==> config.mk <==
export PLATFORM = sky130hd
export DESIGN_NAME = sbit_overlap
export DESIGN_NICKNAME = d
export VERILOG_FILES = /design/src/hdl/sbit_overlap.sv
export SDC_FILE = /design/constraint.sdc
export NUM_CORES = 2
export LEC_CHECK = 0
export BUFFER_PORTS_ARGS = -buffer_cell sky130_fd_sc_hd__buf_4
export CAP_MARGIN = 20
export CORE_MARGIN = 1.5
export CORE_UTILIZATION = 65
export CTS_CLUSTER_DIAMETER = 30
export DETAILED_ROUTE_END_ITERATION = 10
export GPL_TIMING_DRIVEN = 0
export PLACE_DENSITY = 0.93
export REMOVE_ABC_BUFFERS = 1
export SLEW_MARGIN = 20
export SYNTH_ARGS = -nofsm -noshare
export SYNTH_HDL_FRONTEND = slang
export SYNTH_SLANG_ARGS = --single-unit
==> constraint.sdc <==
create_clock -name clk_i -period 9.2 [get_ports clk_i]
set_input_delay 1.84 -clock clk_i [delete_from_list [all_inputs] [get_ports clk_i]]
set_output_delay 1.84 -clock clk_i [all_outputs]
set_load 0.1 [all_outputs]
==> src/hdl/sbit_overlap.sv <==
// ----------------------------------------------------------------------------
// Swept box impact time - overlap test
// Exact strict overlap on one axis at time t, three register stages.
// ----------------------------------------------------------------------------
module sbit_overlap #(
  parameter int C = 32,
  parameter int F = 16
) (
  input  logic               clk_i,
  input  logic               en_i,
  input  logic signed [C:0]  dp_i,
  input  logic signed [C:0]  dv_i,
  input  logic [C-2:0]       sa_i,
  input  logic [C-2:0]       sb_i,
  input  logic [C-1:0]       t_i,
  output logic               ok_o
);

  localparam int H  = C / 2;
  localparam int HL = C - H;
  localparam int W  = 2 * C + F + 3;

  // stage 1: two partial products
  logic signed [C+H+1:0]  pl_q;
  logic signed [C+HL+1:0] ph_q;
  logic signed [C:0]      dp1_q;
  logic [C-2:0]           sa1_q, sb1_q;
  // stage 2: position difference at t
  logic signed [W-1:0]    d2_q;
  logic [C-2:0]           sa2_q, sb2_q;
  // stage 3: compare
  logic                   ok_q;

  logic signed [W-1:0] sum_d;
  logic signed [W-1:0] lo_w, hi_w;

  always_ff @(posedge clk_i) begin
    if (en_i) begin
      pl_q  <= dv_i * $signed({1'b0, t_i[H-1:0]});
      ph_q  <= dv_i * $signed({1'b0, t_i[C-1:H]});
      dp1_q <= dp_i;
      sa1_q <= sa_i;
      sb1_q <= sb_i;
    end
  end

  assign sum_d = (W'(dp1_q) <<< F) + (W'(ph_q) <<< H) + W'(pl_q);

  always_ff @(posedge clk_i) begin
    if (en_i) begin
      d2_q  <= sum_d;
      sa2_q <= sa1_q;
      sb2_q <= sb1_q;
    end
  end

  assign lo_w = -(W'(sa2_q) << F);
  assign hi_w = W'(sb2_q) << F;

  always_ff @(posedge clk_i) begin
    if (en_i) begin
      ok_q <= (lo_w < d2_q) && (d2_q < hi_w);
    end
  end

  assign ok_o = ok_q;

endmodule

### After elaboration in Yosys (flattened, before gate mapping)

Index checks and enable logic that the tools add are counted.

* memory bits (read-only): 0
* latch bits: 0
* output and inout port bits: 1
* flip-flop bits (word level): 341
* input bits: 162
* RAM bits: 0
* logic and storage cells: 17
* memories kept: 0

* multiply operators: 2
* shift-type cells: 0
* mux-type cells: 0
* $lt $le $gt $ge: 2
* bitwise logic cells: 0
* eq/ne operators: 0
* div/mod/pow operators: 0
* add/subtract/negate cells: 3
* reduce and logical (&&, ||, !) cells: 1

Operators with widths (number)
* $mul 33x17->50: 2
* $lt 83x48->1: 1
* $lt 83x83->1: 1
* $neg 47->83: 1
* $add 67x50->68: 1
* $add 49x66->67: 1
* $logic_and 1x1->1: 1

### Logic depth before layout (Yosys ltp)

* depth in word-level cells: 3
* depth in mapped cells: 27
* gate-level depth less buffers: 25

### Worst setup path before layout

Ideal clock, no wire load.

* path type: input -> register
* start point: input port t_i[29]
* end point: register ph_q[49] (data pin)
* library setup time: 0.265 ns
* stages: 23
* data required time: 8.935 ns
* setup slack: 1.089 ns
* buffers on the path: 2
* arrival: 7.846 ns
* cell sequence: clkbuf_1 -> nand2_1 -> fa_1 -> inv_1 -> fa_1 -> fa_1 -> fa_1 -> fa_1 -> inv_1 -> fa_1 -> inv_1 -> ha_1 -> buf_2 -> and4_4 -> nand4_1 -> o22ai_1 -> or3_4 -> a31oi_2 -> o2111a_2 -> nor2_2 -> a41oi_2 -> nor3_1 -> or3_1

* word-level cells in the longest chain between the ends: 1

RTL lines
* start: declaration: RTL line 15 `input logic [C-1:0] t_i,`
* $mul 33x17->50: RTL line 40 `ph_q <= dv_i * $signed({1'b0, t_i[C-1:H]});`
* end signal: assignment: RTL line 40
* end: declaration: RTL line 25 `logic signed [C+HL+1:0] ph_q;`

Every way passes these cells.
A chain may end at the register's enable or synchronous reset.

### Worst setup path in the final report

* start point: input port t_i[10]
* end point: register pl_q[41] (data pin)

* word-level cells in the longest chain between the ends: 1

RTL lines
* $mul 33x17->50: RTL line 39 `pl_q <= dv_i * $signed({1'b0, t_i[H-1:0]});`
* end signal: assignment: RTL line 39
* end: declaration: RTL line 24 `logic signed [C+H+1:0] pl_q;`

Every way passes these cells.

==> impl_results.md <==
* CP delay by family, top: adder cells
* Slowest CP cell: o311ai_1
* RSZ-0062 raised after global routing: false
* Cell row count at 105
* Synthesis warning total at 0
* I/O pin cnt at 163
* Worst-margin pin slew at 1.172 ns
* Mux cell area share after synthesis at 0.03739%
* Core Box Area at 81,850 sq um
* Crit path required time at 9.51 ns
* Post-Syn Area at 53,540 sq um
* Setup_tns at 0 ns
* Tmin final at 8.810 ns
* Vias at 40,770
* Fin Hold WS at 0.4101 ns
* Final Slew Violations at 0
* RD Place Congestion at 0.9135
* DR WL/cell at 22.00 um
* Highest metal used: met5
* EDFF count, synth at 326
* Sequential element share of the synthesized area at 18.29%
* Adder-cell share of the synthesized area at 48.57%
* CTS sink count at 326
* Initial Util at 65.41%
* Worst Hold Class: register to register
* Synth Area in XOR/XNOR at 2.732%
* #FFs+latches synth at 326
* Die Ht at 290.0 um
* Root buf cell: clkbuf_16
* Hold Vio Cnt, Final at 0
* WL met3 at 16,650 um
* CP endpoint kind: register
* CTS Buf Count at 75
* Worst-path fanout max at 33
* Synth area leaders: fa_1, edfxtp_1, inv_1
* Fmax at 113.5 MHz
* Met1 wire length at 45,930 um
* Port bufs at 162
* Die W at 290.0 um
* Largest net degree at the start of global routing at 112
* # Max-Cap Violations at 0
* Most frequent cell after synthesis: inv_1
* CP startpoint kind: input port
* CTS tree: built
* Setup violators final at 0
* Post-CTS Setup Bufs at 0
* Synth Flop Type: edfxtp_1
* Cts repair resizes at 0
* Nets@finish at 7,087
* DRT Pass-1 Iters at 9
* Overall global routing resource usage at 35.77%
* CP max stage delay at 0.78 ns
* Die ar. at 84,100 sq um
* Post-Route WL at 145,500 um
* Vias in the first global route at 46,350
* Combinational family with the most area after synthesis: adder cells
* Initial antenna violation count at 9
* WS Path Type: input port to register
* Min-delay src: sb1_q[20]
* Worst Skew at 0.03821 ns
* Area Overhead vs Synth at 8.474%
* Yosys top cell by area: fa_1
* First-pass GRT wire length at 235,700 um
* Share of cells above drive strength 1 at 5.811%
* WP buf/inv at 6
* Post-Syn Instances at 5,463
* Dpl hpwl at 102,200 um
* Syn Area/Cell at 9.800 sq um
* Distinct cells, synth at 87
* H-Tree Depth at 3
* Clk buf depth at 3
* Hold Buf Count CTS at 0
* Ys async rst share at 0%
* Gr ovfl total at 0
* Simple-gate share of the synthesized area at 13.45%
* Synth Area in Compound Gates at 6.121%
* Commonest cells post-synth: inv_1, fa_1, nand2_1
* Met2 WL post-DR at 70,990 um
* CP arrival at 9.12 ns
* Status: complete, no violations
* CP dominant cell by count: fa_1
* DRC viols at 0
* Clk Latency, worst-skew pair at 0.64 ns
* Critical-path cell list: buf_4 -> nand2_1 -> fa_1 -> inv_1 -> fa_1 -> inv_1 -> fa_1 -> inv_1 -> fa_1 -> fa_1 -> inv_1 -> fa_1 -> inv_1 -> ha_1 -> nand4_1 -> o21ai_0 -> a31oi_1 -> o31a_1 -> o311ai_1 -> a21oi_1 -> o21ai_1 -> a21boi_0 -> xnor2_1
* Period utilization at 95.76%
* Iter 0 DRT Violations at 3,910
* Worst R2R Start: sa2_q[2]
* Via density at 6.162
* Post-DRT Antenna Nets at 0
* Slew headroom at 21.14%
* Crit. Startpoint: t_i[10]
* Clk slew on worst S/H paths at 0.06 ns
* Post-synth top area share at 39.52%
==> cell families (layout without fill, tap and decap cells) <==
kind of cell             Yosys count  in the layout
buffers and inverters           1537           1615
XOR/XNOR                         167            167
flip-flops                       326            326
AO/OA/AOI/OAI                    497            497
other                              0              5
adder cells (fa/ha/maj)         1444           1444
multiplexers                       2              2
AND/OR/NAND/NOR                 1490           1490
==> placed cells by master (no fill, tap or decap), types with 7 or more instances in the layout <==
cell,count
o31ai_1,7
ha_1,387
o21a_1,18
nand4_1,38
bufinv_16,13
a21oi_1,156
nor2_1,81
nor3_1,30
inv_6,9
clkbuf_1,9
o31a_1,7
clkbuf_16,75
inv_1,1308
or3_1,12
nand2_1,767
nor4_1,15
nand3_1,33
xnor2_1,114
and2_1,399
o21ai_0,79
nor2b_1,38
edfxtp_1,326
and3_1,19
fa_1,1057
a21boi_0,7
nand2b_1,22
a21o_1,92
xor2_1,53
a31oi_1,23
a211oi_1,14
o211ai_1,10
o21bai_1,14
buf_4,162
o2111ai_1,7
==> cell type report <==
cell class / count / area [sq um]
Multi-Input combinational cell: 3600 / 37980
Fill cell: 5073 / 23770
Sequential cell: 326 / 9789
Inverter: 1310 / 4917
Clock buffer: 84 / 1911
Timing Repair Buffer: 168 / 1346
Tap cell: 1070 / 1339
Clock inverter: 53 / 779.5
Antenna cell: 5 / 12.51
==> worst paths after layout <==
path	to	slack [ns]	cells after the start
worst min register to register	sb2_q[20]	0.41	0
worst max-delay path	pl_q[41]	0.39	23
worst max register to register	ok_o	2.88	19
worst min-delay path	sb2_q[20]	0.41	0
==> routing by layer <==
| layer | vias up | global-route usage, % |
|---|---|---|
| met5 | - | 0 |
| met4 | 12 | 25.83 |
| met3 | 1080 | 8.801 |
| met2 | 2973 | 60.45 |
| met1 | 20030 | 39.60 |
| li1 | 16680 | - |
==> sequential cells by signal (all words and copies together), names as in the netlist <==
signal  cells
dp1_q      33
sb1_q      31
pl_q       50
sb2_q      31
sa1_q      31
d2_q       68
ok_o        1
sa2_q      31
ph_q       50
==> metrics by stage <==
step / util, % / cells / setup WS (ns) / cell area, sq um
after floorplan: - / 5236 / 1.270 / 52670
after CTS: 70.91 / 6610 / 0.5902 / 58030
after global routing: 70.95 / 6613 / 0.1609 / 58070
after detailed placement: 67.62 / 6473 / 0.009579 / 55340
final: 70.95 / 6616 / 0.3904 / 58070
after global placement: 67.48 / 6468 / 0.07678 / 55230
Power is not shown: default switching activity piles up to over one toggle a cycle in this logic, so the estimate is an artifact.
